===== src/bayer_nearest_demosaic_assert.svh =====
// Assertion macros for the demosaic block.
// Both sample on the rising edge of clk and are off while rst_n is low.
`ifndef BAYER_NEAREST_DEMOSAIC_ASSERT_SVH
`define BAYER_NEAREST_DEMOSAIC_ASSERT_SVH

// Check that the consequent holds in the same cycle as the antecedent.
`define BND_ASSERT_SAME(lbl, ante, cons, msg) \
  lbl: assert property (@(posedge clk) disable iff (!rst_n) (ante) |-> (cons)) \
    else $error(msg);

// Check that the consequent holds in the cycle after the antecedent.
`define BND_ASSERT_NEXT(lbl, ante, cons, msg) \
  lbl: assert property (@(posedge clk) disable iff (!rst_n) (ante) |=> (cons)) \
    else $error(msg);

`endif


===== src/bnd_pkg.sv =====
package bnd_pkg;

  // Default line store depth in pixels
  localparam int MAX_WIDTH_DEF = 4096;

  // Frame size limits and reset values
  localparam logic [12:0] SIZE_CAP  = 13'd4096;
  localparam logic [12:0] WIDTH_RST = 13'd640;
  localparam logic [12:0] HEIGHT_RST = 13'd480;

  // Bayer orders
  localparam logic [1:0] ORDER_GBRG = 2'd0;
  localparam logic [1:0] ORDER_BGGR = 2'd1;
  localparam logic [1:0] ORDER_GRBG = 2'd2;
  localparam logic [1:0] ORDER_RGGB = 2'd3;

  // Configuration register indexes
  localparam logic [1:0] CFG_FRAME_WIDTH  = 2'd0;
  localparam logic [1:0] CFG_FRAME_HEIGHT = 2'd1;
  localparam logic [1:0] CFG_BAYER_ORDER  = 2'd2;

  // Byte lane of a column word: row number modulo three
  typedef logic [1:0] lane_t;
  localparam lane_t LANE0 = 2'd0;
  localparam lane_t LANE1 = 2'd1;
  localparam lane_t LANE2 = 2'd2;

  // Selection controls of one quad
  typedef struct packed {
    lane_t       lt;     // lane of quad row i
    lane_t       lm;     // lane of quad row i+1
    lane_t       lb;     // lane of row i+2
    logic        rin;    // row i+2 lies inside the frame
    logic        cin;    // column j+2 lies inside the frame
    logic [1:0]  order;
    logic [11:0] row;
    logic [11:0] col;
  } sel_t;

  // Four finished pixels of one quad, row-major
  typedef struct packed {
    logic [3:0][7:0] blue;
    logic [3:0][7:0] green;
    logic [3:0][7:0] red;
    logic [11:0]     row;
    logic [11:0]     col;
  } quad_t;

  // Occupancy of the result buffer
  typedef struct packed {
    logic busy;
    logic pend;
  } qstat_t;

endpackage


===== src/bnd_out_queue.sv =====
module bnd_out_queue (
  input  logic            clk,
  input  logic            rst_n,
  input  logic            push,
  input  bnd_pkg::quad_t  quad_in,
  input  logic            out_ready,
  output logic            out_valid,
  output logic [7:0]      out_blue,
  output logic [7:0]      out_green,
  output logic [7:0]      out_red,
  output logic [11:0]     out_pixel_row,
  output logic [11:0]     out_pixel_col,
  output logic            out_last_of_quad,
  output bnd_pkg::qstat_t stat
);

  localparam logic [1:0] K_LAST = 2'd3;

  bnd_pkg::quad_t ser_q_r, ser_q_nxt;
  bnd_pkg::quad_t pend_q_r, pend_q_nxt;
  logic           ser_v_r, ser_v_nxt;
  logic           pend_v_r, pend_v_nxt;
  logic [1:0]     k_r, k_nxt;
  logic           out_fire;
  logic           ser_free;

  assign out_fire = ser_v_r && out_ready;
  assign ser_free = !ser_v_r || (out_fire && (k_r == K_LAST));

  // Refill the serialiser from the pending slot first, then from the new quad
  always_comb begin
    ser_q_nxt  = ser_q_r;
    ser_v_nxt  = ser_v_r;
    pend_q_nxt = pend_q_r;
    pend_v_nxt = pend_v_r;
    k_nxt      = k_r;
    if (ser_free) begin
      k_nxt = '0;
      if (pend_v_r) begin
        ser_q_nxt  = pend_q_r;
        ser_v_nxt  = 1'b1;
        pend_v_nxt = push;
        pend_q_nxt = quad_in;
      end else if (push) begin
        ser_q_nxt = quad_in;
        ser_v_nxt = 1'b1;
      end else begin
        ser_v_nxt = 1'b0;
      end
    end else begin
      if (out_fire) begin
        k_nxt = k_r + 2'd1;
      end
      if (push) begin
        pend_q_nxt = quad_in;
        pend_v_nxt = 1'b1;
      end
    end
  end

  // Control state
  always_ff @(posedge clk) begin
    if (!rst_n) begin
      ser_v_r  <= 1'b0;
      pend_v_r <= 1'b0;
      k_r      <= '0;
    end else begin
      ser_v_r  <= ser_v_nxt;
      pend_v_r <= pend_v_nxt;
      k_r      <= k_nxt;
    end
  end

  // Quad payload
  always_ff @(posedge clk) begin
    ser_q_r  <= ser_q_nxt;
    pend_q_r <= pend_q_nxt;
  end

  // Present pixel k of the held quad
  assign out_valid        = ser_v_r;
  assign out_blue         = ser_q_r.blue[k_r];
  assign out_green        = ser_q_r.green[k_r];
  assign out_red          = ser_q_r.red[k_r];
  assign out_pixel_row    = ser_q_r.row + {11'd0, k_r[1]};
  assign out_pixel_col    = ser_q_r.col + {11'd0, k_r[0]};
  assign out_last_of_quad = (k_r == K_LAST);

  assign stat.busy = ser_v_r;
  assign stat.pend = pend_v_r;

endmodule


===== config.mk =====
export PLATFORM = sky130hd
export DESIGN_NAME = bnd_out_queue
export DESIGN_NICKNAME = d
export VERILOG_FILES = /design/src/bayer_nearest_demosaic_assert.svh /design/src/bnd_pkg.sv /design/src/bnd_out_queue.sv
export SDC_FILE = /design/constraint.sdc
export NUM_CORES = 1
export LEC_CHECK = 0
export BUFFER_PORTS_ARGS = -buffer_cell sky130_fd_sc_hd__buf_2
export CORE_MARGIN = 3
export CORE_UTILIZATION = 44
export DETAILED_ROUTE_END_ITERATION = 12
export GPL_TIMING_DRIVEN = 0
export PLACE_DENSITY = 0.65
export SLEW_MARGIN = 10
export SYNTH_ARGS = -nofsm -noshare
export SYNTH_HDL_FRONTEND = slang
export SYNTH_SLANG_ARGS = --single-unit

===== constraint.sdc =====
create_clock -name clk -period 14.4 [get_ports clk]
set_input_delay 1.44 -clock clk [delete_from_list [all_inputs] [get_ports clk]]
set_output_delay 1.44 -clock clk [all_outputs]
set_load 0.03 [all_outputs]

==> results.md <==
Critical path:
- In this design, the critical path's most frequently occurring cell is sky130_fd_sc_hd__buf_2.
- Along the worst path, the maximum fanout reaches 10.
- Tracing the worst setup path back leads to its startpoint at k_r[1].
- The type of the setup path with the least slack is register to primary output.
- In this design, the largest share of critical-path delay is due to buffers and inverters.
- The slowest stage of the critical path belongs to the cell sky130_fd_sc_hd__dfxtp_1.
- The critical path goes through buf_2, buf_2, mux4_2, buf_2.
- The register-to-register path setup slack is between 10 and 15 ns.
- The source of the worst register-to-register timing path is k_r[1].
- The required time at the worst-slack endpoint is between 10 and 15 ns.
- The critical path contains buffers and inverters numbering 3 combined.
- The element type at the critical path start is a register.
- Data arrives at the worst endpoint at 2.13 ns.
- The longest individual stage delay on the worst path is 0.42 ns.
- The sort of element at the end of the critical path is a primary output.

Power:
- Of the total power, combinational logic draws between 10% and 20%.
- Power spread over the standard cell area amounts to roughly 140 mW/mm^2.
- The leakage power is 0.00440 uW.
- Net switching is 22.5% of the power.
- The worst IR drop on VDD is 0.108 mV.
- Per report_power, the sequential group accounts for between 50% and 60% of the total.
- The share of total power dissipated in the clock network is 37.8%.
- The analysis attributes to net switching a power of 371 uW.
- Cell internal power was estimated by the tool at 1280 uW.

Place:
- During placement, the flow inserted port buffers numbering 175.
- The placed instance count is roughly 950.
- The HPWL reported at the end of detailed placement is 13.7 mm.
- The placer's final routability congestion estimate is 0.799.

Routing:
- The count of nets left with antenna violations once routing finished came out at 0.
- The detailed router finished its first iteration with 322 violations.
- The final wirelength is 19.6 mm.
- For this run, design rule violations remaining after detail routing come to 0.
- After detailed routing, the number of vias per cell comes to around 5.2.
- The per-cell routed wire length is 19.7 um.
- The first TritonRoute pass finished after 4 iterations.
- For this block, the via count after detailed routing is 5135.

Cells and area:
- The growth of design area from synthesis to finish is 22.9%.
- The finished layout holds 995 standard cells, fillers aside.
- The top cell types in the final layout, fill and taps aside, are 240 x sky130_fd_sc_hd__edfxtp_1, 186 x sky130_fd_sc_hd__buf_2, 120 x sky130_fd_sc_hd__mux2_2, 27 x sky130_fd_sc_hd__clkbuf_16, 19 x sky130_fd_sc_hd__mux4_2.
- The filler cells instantiated in the layout total 1732.
- The area of the multi-input gates is about 0.0024 mm^2.
- The library cell used most frequently in the layout, excluding fill and tap cells, is sky130_fd_sc_hd__edfxtp_1.
- The share of cells above drive strength 1 is 54.3%.
- The final layout contains 824 nets.
- The register cell area after layout is 0.00729 mm^2.

Logic synthesis:
- The mux cell area share after synthesis is 19.4%.
- The dominant combinational cell family by area after synthesis is multiplexers.
- The mapped netlist covers roughly 0.01 mm^2.
- Yosys printed 0 warnings.
- Of the post-synthesis cell area, the dominant cell type holds 72.8%.
- The adder and majority cell fraction of the synthesized area is 0.758%.
- The average cell area after synthesis is 20.5 um^2.
- Of the total synthesized cell area, the portion taken by XOR and XNOR cells is ~1.8%.
- The library cell with the largest summed area after synthesis is sky130_fd_sc_hd__edfxtp_1.
- The cell count after synthesis is 482.
- Summing the sequential cell areas from Yosys gives 73.6% of the chip area.
- The number of different library cells in the post-synthesis netlist is 27.
- The total nets after synthesis is 612.
- The synthesized-area fraction occupied by and/or/nand/nor cells is between 1.5 and 2%.
- The complex-gate fraction of the synthesized area is 0.404%.
- Ranked by total cell area, the synthesized netlist is headed by sky130_fd_sc_hd__edfxtp_1 73%, sky130_fd_sc_hd__mux2_2 14%, sky130_fd_sc_hd__mux4_2 4.3%.
- Counting flops and latches in the post-synthesis netlist gives 244.

Global route:
- The maximum number of pins on one net before global-route repair is 33.
- The initial antenna violation count is 3.
- The remaining global-route overflow is 0.
- The first-pass GRT wire length is 30.4 mm.
- The number of global-route vias before repair is around 5700.
- The global routing usage summed across all routing layers is approximately 16%.

CTS:
- The total number of clock tree sinks is 244.
- The CTS tree is built.
- The clock latency reported for the late side of the worst-skew pair is 0.52 ns.
- After clock tree synthesis, the clock-pin slew on the worst setup and hold paths is 0.06 ns.
- The number of buffers inserted by hold repair at cts is 0.
- The CTS buffer count is 26.
- The maximum count of clock buffers along a single path is 3.
- The number of post-CTS setup repair buffers is 0.
- In this run the number of H-tree levels came out at 1.
- After clock tree synthesis, the repair step resized 0 gates.
- The clock root buffer is sky130_fd_sc_hd__clkbuf_16.

Worst hold path:
- The startpoint of the tightest hold check path is out_valid.
- The path category of the worst min-delay check is register to register.

Timing:
- The worst path in the final design needs a cycle of 3.57 ns, including I/O delays and setup.
- The relative slew slack is 39.9%.
- The number of endpoints with negative hold slack in the final report came to 0.
- The final worst-path cycle share is 24.8%.
- The transition time at the pin with the least slew margin is between 0.8 and 0.9 ns.
- The count of pins over their slew limit is 0.
- The setup skew after layout is between 0.01 and 0.015 ns.
- Timing would allow up to 280 MHz.
- Setup repair after global routing left no endpoint under its margin.
- Setup violations remaining at the end of the flow were counted as 0.
- In the final timing run, aggregate negative setup slack is 0 ns.

Die:
- The die covers 0.0243 mm^2.
- The starting density of the core is 45.1%.
- The number of core rows is 54.
- The core box area is 0.0220 mm^2.
- From bottom edge to top edge, the die measures 156 um.
- The overall die width is 156 um.
- The boundary pin count is 176.

Job:
- Across the run, the number of max-cap violations was 0.

Outcome:
- The run finished with clean final reports.
cell families after synthesis:
family                     after synthesis
DFF                                    244
muxes                                  145
and+or+nand+nor                         36
buffers and inverters                   25
xor gates and xnor gates                20
AOI/OAI and AO/OA                        6
adders and majority gates                6
synth_stat cells:
library cell               number
sky130_fd_sc_hd__o31a_1         1
sky130_fd_sc_hd__o22ai_1        1
sky130_fd_sc_hd__buf_4          2
sky130_fd_sc_hd__mux2i_1        1
sky130_fd_sc_hd__and4_1         3
sky130_fd_sc_hd__mux2_2       120
sky130_fd_sc_hd__mux4_1         5
sky130_fd_sc_hd__and3_1         5
sky130_fd_sc_hd__edfxtp_1     240
sky130_fd_sc_hd__nand2b_1       1
sky130_fd_sc_hd__a21boi_0       2
sky130_fd_sc_hd__ha_1           6
sky130_fd_sc_hd__mux4_2        19
sky130_fd_sc_hd__o21ai_0        2
sky130_fd_sc_hd__buf_2         11
sky130_fd_sc_hd__nor3_1         2
sky130_fd_sc_hd__and2_1         1
sky130_fd_sc_hd__nand2_1        6
sky130_fd_sc_hd__buf_6          8
sky130_fd_sc_hd__nand3_1        8
sky130_fd_sc_hd__buf_12         2
sky130_fd_sc_hd__inv_1          2
sky130_fd_sc_hd__xor2_1         5
sky130_fd_sc_hd__xnor2_1       15
sky130_fd_sc_hd__nor2_1         3
sky130_fd_sc_hd__nand4_1        7
sky130_fd_sc_hd__dfxtp_1        4
worst paths after layout:
kind / end / depth (start not counted)
setup / recovery: out_red[5] / 4
hold / removal: k_r[1] / 1
setup reg to reg: pend_q_r[72] / 7
hold reg to reg: k_r[1] / 1
through the flow:
step | utilization [%] | power, uW | hold slack (ns) | setup WS (ns) | cell area (um^2)
after global routing | 55.4 | 1720 | 0.553 | 10.69 | 12200
after CTS | 55.4 | 1680 | 0.541 | 10.75 | 12200
after detailed placement | 51.7 | 1050 | 0.533 | 10.55 | 11400
after floorplan | - | 986 | 0.523 | 3.62 | 9900
after global placement | 50.7 | 1050 | 0.518 | -0.851 | 11100
final | 55.4 | 1650 | 0.535 | 10.83 | 12200
worst register-to-register path: cells and delay by family, from the launching register on:
kind / cells / cell delay (ns)
AOI/OAI and AO/OA: 2 / 1.07
buffers and inverters: 3 / 0.64
DFF: 1 / 0.36
adders and majority gates: 1 / 0.25
and+or+nand+nor: 1 / 0.24
power groups by stage:
| stage | clock network [uW] | logic [uW] | registers [uW] |
|---|---|---|---|
| floorplan | 0 | 103 | 884 |
| global placement | 0 | 154 | 894 |
| detailed placement | 0 | 171 | 875 |
| CTS | 643 | 172 | 860 |
| global route | 671 | 182 | 864 |
| finish | 624 | 168 | 860 |
state kept, by name, summed over array words and instances, names as in the netlist:
register	cells
k_r	2
out_valid	1
pend_q_r	120
pend_v_r	1
ser_q_r	120
area by class of cell:
type                       count  area share, %
buffer                        23           1.64
sequential                   244           59.9
antenna                        1         0.0206
multi-input combinational    213           19.9
tap                          280           2.88
clock buffer                  31           5.67
clock inverter                17          0.997
timing repair buffer         184           8.92
inverter                       2         0.0617
routing by layer:
| metal | GRT usage [%] | vias up | wire [um] |
|---|---|---|---|
| met2 | 27.9 | 140 | 9780 |
| met5 | 0 | - | 14 |
| li1 | - | 2375 | - |
| met3 | 4.47 | 33 | 1330 |
| met4 | 3.15 | 4 | 347 |
| met1 | 19.8 | 2583 | 8160 |
No activity file was read; power rests on OpenSTA's default activity.
