===== config.mk =====
export PLATFORM = sky130hd
export DESIGN_NAME = bnd_quad_sel
export DESIGN_NICKNAME = d
export VERILOG_FILES = /design/src/bayer_nearest_demosaic_assert.svh /design/src/bnd_pkg.sv /design/src/bnd_quad_sel.sv
export SDC_FILE = /design/constraint.sdc
export NUM_CORES = 1
export LEC_CHECK = 0
export BUFFER_PORTS_ARGS = -buffer_cell sky130_fd_sc_hd__buf_4
export CAP_MARGIN = 20
export CORE_ASPECT_RATIO = 1.1
export CORE_MARGIN = 4
export CORE_UTILIZATION = 45
export DETAILED_ROUTE_END_ITERATION = 8
export GPL_TIMING_DRIVEN = 0
export PLACE_DENSITY = 0.84
export SYNTH_ARGS = -nofsm -noshare
export SYNTH_HDL_FRONTEND = slang
export SYNTH_SLANG_ARGS = --single-unit

===== constraint.sdc =====
create_clock -name vclk -period 1.8
set_input_delay 0.18 -clock vclk [all_inputs]
set_output_delay 0.18 -clock vclk [all_outputs]
set_load 0.02 [all_outputs]

===== src/bayer_nearest_demosaic_assert.svh =====
// Assertion macros for the demosaic block.
// Both sample on the rising edge of clk and are off while rst_n is low.
`ifndef BAYER_NEAREST_DEMOSAIC_ASSERT_SVH
`define BAYER_NEAREST_DEMOSAIC_ASSERT_SVH

// Check that the consequent holds in the same cycle as the antecedent.
`define BND_ASSERT_SAME(lbl, ante, cons, msg) \
  lbl: assert property (@(posedge clk) disable iff (!rst_n) (ante) |-> (cons)) \
    else $error(msg);

// Check that the consequent holds in the cycle after the antecedent.
`define BND_ASSERT_NEXT(lbl, ante, cons, msg) \
  lbl: assert property (@(posedge clk) disable iff (!rst_n) (ante) |=> (cons)) \
    else $error(msg);

`endif


===== src/bnd_pkg.sv =====
package bnd_pkg;

  // Default line store depth in pixels
  localparam int MAX_WIDTH_DEF = 4096;

  // Frame size limits and reset values
  localparam logic [12:0] SIZE_CAP  = 13'd4096;
  localparam logic [12:0] WIDTH_RST = 13'd640;
  localparam logic [12:0] HEIGHT_RST = 13'd480;

  // Bayer orders
  localparam logic [1:0] ORDER_GBRG = 2'd0;
  localparam logic [1:0] ORDER_BGGR = 2'd1;
  localparam logic [1:0] ORDER_GRBG = 2'd2;
  localparam logic [1:0] ORDER_RGGB = 2'd3;

  // Configuration register indexes
  localparam logic [1:0] CFG_FRAME_WIDTH  = 2'd0;
  localparam logic [1:0] CFG_FRAME_HEIGHT = 2'd1;
  localparam logic [1:0] CFG_BAYER_ORDER  = 2'd2;

  // Byte lane of a column word: row number modulo three
  typedef logic [1:0] lane_t;
  localparam lane_t LANE0 = 2'd0;
  localparam lane_t LANE1 = 2'd1;
  localparam lane_t LANE2 = 2'd2;

  // Selection controls of one quad
  typedef struct packed {
    lane_t       lt;     // lane of quad row i
    lane_t       lm;     // lane of quad row i+1
    lane_t       lb;     // lane of row i+2
    logic        rin;    // row i+2 lies inside the frame
    logic        cin;    // column j+2 lies inside the frame
    logic [1:0]  order;
    logic [11:0] row;
    logic [11:0] col;
  } sel_t;

  // Four finished pixels of one quad, row-major
  typedef struct packed {
    logic [3:0][7:0] blue;
    logic [3:0][7:0] green;
    logic [3:0][7:0] red;
    logic [11:0]     row;
    logic [11:0]     col;
  } quad_t;

  // Occupancy of the result buffer
  typedef struct packed {
    logic busy;
    logic pend;
  } qstat_t;

endpackage


===== src/bnd_quad_sel.sv =====
module bnd_quad_sel (
  input  logic [23:0]    c0,
  input  logic [23:0]    c1,
  input  logic [23:0]    c2,
  input  bnd_pkg::sel_t  sel,
  output bnd_pkg::quad_t quad
);

  logic [7:0] t0, t1, t2, m0, m1, m2, b0, b1, b2;
  logic [7:0] s_a, s_b, s_c, s_d;
  logic [7:0] n_a, n_b, n_c, n_d;

  function automatic logic [7:0] lane_byte(input logic [23:0] w, input bnd_pkg::lane_t l);
    logic [7:0] v;
    case (l)
      bnd_pkg::LANE0: v = w[7:0];
      bnd_pkg::LANE1: v = w[15:8];
      default:        v = w[23:16];
    endcase
    return v;
  endfunction

  // Pick the nine samples of the 3x3 window
  always_comb begin
    t0 = lane_byte(c0, sel.lt);
    t1 = lane_byte(c1, sel.lt);
    t2 = lane_byte(c2, sel.lt);
    m0 = lane_byte(c0, sel.lm);
    m1 = lane_byte(c1, sel.lm);
    m2 = lane_byte(c2, sel.lm);
    b0 = lane_byte(c0, sel.lb);
    b1 = lane_byte(c1, sel.lb);
    b2 = lane_byte(c2, sel.lb);
  end

  // Own samples are t0 t1 m0 m1; fall back to them at the frame edge
  always_comb begin
    s_a = t0;
    s_b = t1;
    s_c = m0;
    s_d = m1;
    n_a = '0;
    n_b = '0;
    n_c = '0;
    n_d = '0;
    quad.row = sel.row;
    quad.col = sel.col;
    case (sel.order)
      bnd_pkg::ORDER_GBRG: begin
        // gb b / r gr
        n_a = sel.cin ? t2 : s_a;
        n_b = sel.cin ? m2 : s_c;
        n_c = sel.rin ? b1 : s_b;
        quad.blue  = {n_c, n_c, s_b, s_b};
        quad.green = {s_d, s_d, n_a, s_a};
        quad.red   = {n_b, s_c, n_b, s_c};
      end
      bnd_pkg::ORDER_BGGR: begin
        // b gb / gr r
        n_a = sel.cin ? t2 : s_a;
        n_b = sel.rin ? b0 : s_a;
        n_c = (sel.rin && sel.cin) ? b2 : s_a;
        n_d = sel.cin ? m2 : s_c;
        quad.blue  = {n_c, n_b, n_a, s_a};
        quad.green = {n_d, s_c, s_b, s_b};
        quad.red   = {s_d, s_d, s_d, s_d};
      end
      bnd_pkg::ORDER_GRBG: begin
        // gr r / b gb
        n_a = sel.cin ? m2 : s_c;
        n_b = sel.cin ? t2 : s_a;
        n_c = sel.rin ? b1 : s_b;
        quad.blue  = {n_a, s_c, n_a, s_c};
        quad.green = {s_d, s_d, n_b, s_a};
        quad.red   = {n_c, n_c, s_b, s_b};
      end
      default: begin
        // r gr / gb b
        n_a = sel.cin ? t2 : s_a;
        n_b = sel.rin ? b0 : s_a;
        n_c = sel.cin ? m2 : s_c;
        n_d = (sel.rin && sel.cin) ? b2 : s_a;
        quad.blue  = {s_d, s_d, s_d, s_d};
        quad.green = {n_c, s_c, s_b, s_b};
        quad.red   = {n_d, n_b, n_a, s_a};
      end
    endcase
  end

endmodule


==> results of run 1 <==
[final cells by class]
type	count	area [µm²]	area share (%)
Buffer	81	571	9.05
Multi-Input combinational cell	427	3910	62.0
Tap cell	111	139	2.20
Inverter	5	21.3	0.337
Timing Repair Buffer	205	1670	26.4
[through the flow]
| step | TNS (ps) | cells |
|---|---|---|
| after CTS | -8310 | 824 |
| after detailed placement | -22510 | 820 |
| after floorplan | -1490 | 514 |
| after global routing | -11750 | 829 |
| final | -10140 | 829 |
| after global placement | -21730 | 820 |
[cell families (layout without fill, tap and decap cells)]
kind of cell,Yosys count,in the layout
compound gates,240,240
buf+inv,87,291
simple gates,99,99
mux,88,88
[path summary, 6_finish.rpt]
| check | startpoint | end |
|---|---|---|
| max | sel[30] | quad[49] |
| min | sel[18] | quad[18] |
[cells in the mapped netlist (12+ instances only)]
library cell   n
mux2i_1       16
a221oi_1      16
o21ai_1       16
nand2_1       24
mux4_2        20
o21ai_0       72
o211ai_2      16
nor2_1        42
a211oi_1      24
o31ai_1       16
clkbuf_1      36
nor2b_1       24
o221a_2       16
mux2_4        12
buf_4         26
a21oi_1       32
mux2_2        36
[worst max-delay path, delay by kind of cell]
kind                   cells  cell delay (ps)
muxes                      2              850
buffers and inverters      3              440
AOI/OAI and AO/OA          2              370
[repair_timing]
item                       4_1_cts  5_1_grt
pin swaps                       13       29
setup endpoints to repair       96       96
resized for setup              101       88
setup buffers                    2        4
gates cloned                     3        1
[routing by layer]
metal  GRT usage [%]  share of wire (%)
met2            60.8                 47
met1            48.3                 36
met3            9.20                 14
met4            9.93                3.1
met5               0                  0
[power groups by stage]
stage / Combinational, mW / Sequential [mW] / Clock, mW
floorplan: 1.38 / 0 / 0
global placement: 2.29 / 0 / 0
detailed placement: 2.32 / 0 / 0
CTS: 2.44 / 0 / 0
global route: 2.76 / 0 / 0
finish: 2.66 / 0 / 0
==> impl_metrics.json, run 1 <==
{
  "status": "complete, but fails checks",
  "violations": "negative setup slack",
  "internal_power_mw": 1.17,
  "ant_nets": 0,
  "grt_pass1_vias": 5412,
  "slowest_stage": "mux4_2",
  "sw_frac_of_total_pct": 56.2,
  "synth_cell_type_count": 29,
  "synth_top_family_by_area": "compound AO/OA/AOI/OAI gates",
  "drt-total-wl_um": 20600,
  "dieHeight_um": 106,
  "max_cap_viol_count": 0,
  "synthMuxAreaShare_pct": 33.2,
  "antenna-diode-count": 0,
  "rows": 35,
  "synth_compound_area_share_pct": 42.7,
  "cp.arrival_ps": 1850,
  "fin_crit_ps": 2030,
  "top_level_ports": 226,
  "drv_slew": 0,
  "route.detailed.drc": 0,
  "comb_power_share_pct": 100.0,
  "cts-hold-fix-buffers": 0,
  "syn_nets": 620,
  "start_util_pct": 46.4,
  "vias": 5591,
  "grt_use_total_pct": 37.0,
  "final_core_util_pct": 74.6,
  "synth_top_area_cell": "mux4_2",
  "fillers": 656,
  "fmax_ghz": 0.492,
  "synthSimpleGateAreaFrac_pct": 11.6,
  "port_buffers": 195,
  "nets": 826,
  "seq_cells": 0,
  "die_x_um": 97.0,
  "worstSetupPathType": "primary input to output port",
  "irDropWorstVdd_v": 0.000231,
  "startpoint_type": "primary input",
  "synthCells": 514,
  "hold_viol": 0,
  "cp_max_fo": 8,
  "critPathRequiredTime_ps": 1620,
  "netlist.area_leader.share_pct": 11.5,
  "coreArea_um2": 8450,
  "path_cells": "buf_12 -> buf_12 -> mux2_4 -> mux4_2 -> o211ai_2 -> o31ai_2 -> buf_4",
  "dr.first_iter.drc_count": 609,
  "antenna_found_initial": 0,
  "holdCritPathClass": "primary input to output port",
  "seqPwrFrac_pct": 0,
  "pwr_density_cell_nw_per_um2": 422,
  "finalWorstSetupSlack_ps": -234,
  "nClkBuffers": 0,
  "layout_commonest_cell": "buf_4",
  "max_stage_delay_ps": 560,
  "globalplace.congestion": 1.04,
  "vias_per_cell": 6.74,
  "synthXorXnorAreaFrac_pct": 0,
  "synth_fa_ha_area_share_pct": 0,
  "yosysWarnings": 0,
  "cpMostUsedCell": "buf_12",
  "final_area_um2": 6300,
  "setup_violations": 77,
  "syn2layout_area_growth_pct": 60.9,
  "wl_per_cell_um": 24.9,
  "rsz0062_at_grt": "true",
  "whs_ps": 558,
  "clockPowerShare_pct": 0,
  "syn_area_um2": 3920,
  "grt_pass1_wl_um": 30500,
  "tightest_slew_ps": 942,
  "overflow": 0,
  "hold_depth": 2,
  "grt_max_degree": 11,
  "slew-limit-headroom_pct": 37.0,
  "cp-end-kind": "output port",
  "preCtsSetupSlack_ps": -374,
  "final_cell_mix": "buf_4 (216), o21ai_0 (64), mux2_4 (30)",
  "area.sequential_um2": 0,
  "p_leak_nw": 2.70,
  "yosysSeqAreaShare_pct": 0,
  "drtPass1Iterations": 5,
  "hpwl_um": 16500,
  "synth.area.top_cells": "mux4_2 (11%), mux2_2 (10%), o21ai_0 (9.2%), o211ai_2 (5.1%), buf_4 (5.0%)",
  "fin_crit_sh_pct": 113,
  "total_power_mw": 2.66,
  "syn_avg_cell_area_um2": 7.62,
  "fp.dieArea_um2": 10300,
  "power.switching_mw": 1.49,
  "placed_cell_area_um2": 5610,
  "drive_above_1_share_pct": 64.6
}
Power figures use the tool's default switching activity.
==> run 2: changes to the inputs <==
- BUFFER_PORTS_ARGS: -buffer_cell sky130_fd_sc_hd__buf_4 -> -buffer_cell sky130_fd_sc_hd__buf_2
==> run 2 against run 1 <==
Net effect: flip-flop and latch count did not move; routed wire length grew 5.1%; core utilization decreased by 4.8 points; first-iteration DRC count increased by 15%; critical path type unchanged; worst hold slack improved by 20 ps; count of clock-buffer cells in the layout stayed put; global-route usage grew 2.0 points; the run still ends with negative setup slack left; setup slack improved by 14 ps; maximum frequency up 0.68%; sequential share of layout area is the same.
==> impl_metrics.json, run 2 (synthesis gave the netlist of run 1 again) <==
{
  "status": "complete, but fails checks",
  "violations": "negative setup slack",
  "route.detailed.drc": 0,
  "met1_usage_pct": 49.8,
  "drt-total-wl_um": 21700,
  "power.switching_mw": 1.50,
  "irDropWorstVdd_v": 0.000223,
  "antenna-diode-count": 0,
  "hpwl_um": 16900,
  "holdCritPathClass": "primary input to output port",
  "ant_nets": 0,
  "die_x_um": 97.0,
  "slew-limit-headroom_pct": 44.9,
  "pwr_density_cell_nw_per_um2": 427,
  "dieHeight_um": 106,
  "nets": 829,
  "final_cells": 832,
  "drtPass1Iterations": 5,
  "rsz0062_at_grt": "true",
  "setup_violations": 76,
  "fillers": 677,
  "dr.first_iter.drc_count": 702,
  "seqPwrFrac_pct": 0,
  "tightest_slew_ps": 827,
  "cts-hold-fix-buffers": 0,
  "grt_use_total_pct": 39.1,
  "met2_usage_pct": 64.9,
  "coreArea_um2": 8450,
  "min_from": "sel[15]",
  "grt_pass1_wl_um": 32000,
  "fin_crit_ps": 2020,
  "comb_power_share_pct": 100.0,
  "cp.arrival_ps": 1840,
  "critPathRequiredTime_ps": 1620,
  "startpoint_type": "primary input",
  "drive_above_1_share_pct": 63.9,
  "multi_input_area_um2": 3890,
  "fp.dieArea_um2": 10300,
  "vias": 5730,
  "overflow": 0,
  "max_cap_viol_count": 0,
  "rows": 35,
  "grt_pass1_vias": 5517,
  "syn2layout_area_growth_pct": 50.6,
  "sw_frac_of_total_pct": 59.7,
  "final_cell_mix": "buf_2 (169), buf_4 (64), o21ai_0 (64)",
  "cp_max_fo": 8,
  "p_leak_nw": 2.57,
  "nClkBuffers": 0,
  "internal_power_mw": 1.02,
  "startpoint": "sel[30]",
  "globalplace.congestion": 1.02,
  "drv_slew": 0,
  "antenna_found_initial": 0,
  "finalWorstSetupSlack_ps": -220,
  "vias_per_cell": 6.89,
  "start_util_pct": 46.4,
  "setup_tns_ps": -9610,
  "fin_crit_sh_pct": 112,
  "port_buffers": 195,
  "grt.busiest_layer": "met2",
  "clockPowerShare_pct": 0,
  "worstSetupPathType": "primary input to output port",
  "top_level_ports": 226,
  "use_met3_pct": 9.66,
  "area.sequential_um2": 0,
  "wl_per_cell_um": 26.1,
  "hold_viol": 0,
  "seq_cells": 0,
  "grt_max_degree": 11,
  "layout_commonest_cell": "buf_2",
  "cp-end-kind": "output port",
  "place_inst": 820,
  "final_core_util_pct": 69.8,
  "fmax_ghz": 0.495
}
run 2: layer usage:
layer	routed length (µm)	vias up
met1	8240	2722
met4	665	0
met5	0	-
li1	-	2421
met2	10200	521
met3	2630	66
run 2: critical path, stage by stage:
cell      delay (ps)
buf_12           130
buf_12           140
mux2_4           310
mux4_2           570
o211ai_2         220
o31ai_2          100
buf_2            170
run 2: per-stage QoR:
stage | cell area [µm²] | total power, mW | hold WS, ps | setup WS (ps)
after floorplan | 4010 | 1.38 | 473 | -105
after global placement | 5120 | 2.08 | 580 | -362
after detailed placement | 5120 | 2.11 | 579 | -368
after CTS | 5720 | 2.36 | 579 | -170
after global routing | 5900 | 2.62 | 583 | -238
final | 5900 | 2.52 | 577 | -220
run 2: path summary, 6_finish.rpt:
path	end	slack (ps)	depth (start not counted)
max	quad[116]	-220	7
min	quad[15]	580	2
run 2: final cells by class:
type | count | share of cell area (%)
Tap cell | 111 | 2.35
Timing Repair Buffer | 208 | 21.6
Multi-Input combinational cell | 427 | 65.9
Buffer | 81 | 9.75
Inverter | 5 | 0.403
run 2: power by group through the flow:
stage,registers (mW),logic [mW],clock network [mW]
after floorplan,0,1.38,0
after global placement,0,2.08,0
after detailed placement,0,2.11,0
after CTS,0,2.36,0
after global routing,0,2.62,0
final,0,2.52,0
run 2: timing repair:
action	4_1_cts	5_1_grt
cloned	4	0
pin swaps	22	16
buffers inserted	3	6
setup endpoints to repair	96	90
resized for setup	165	50
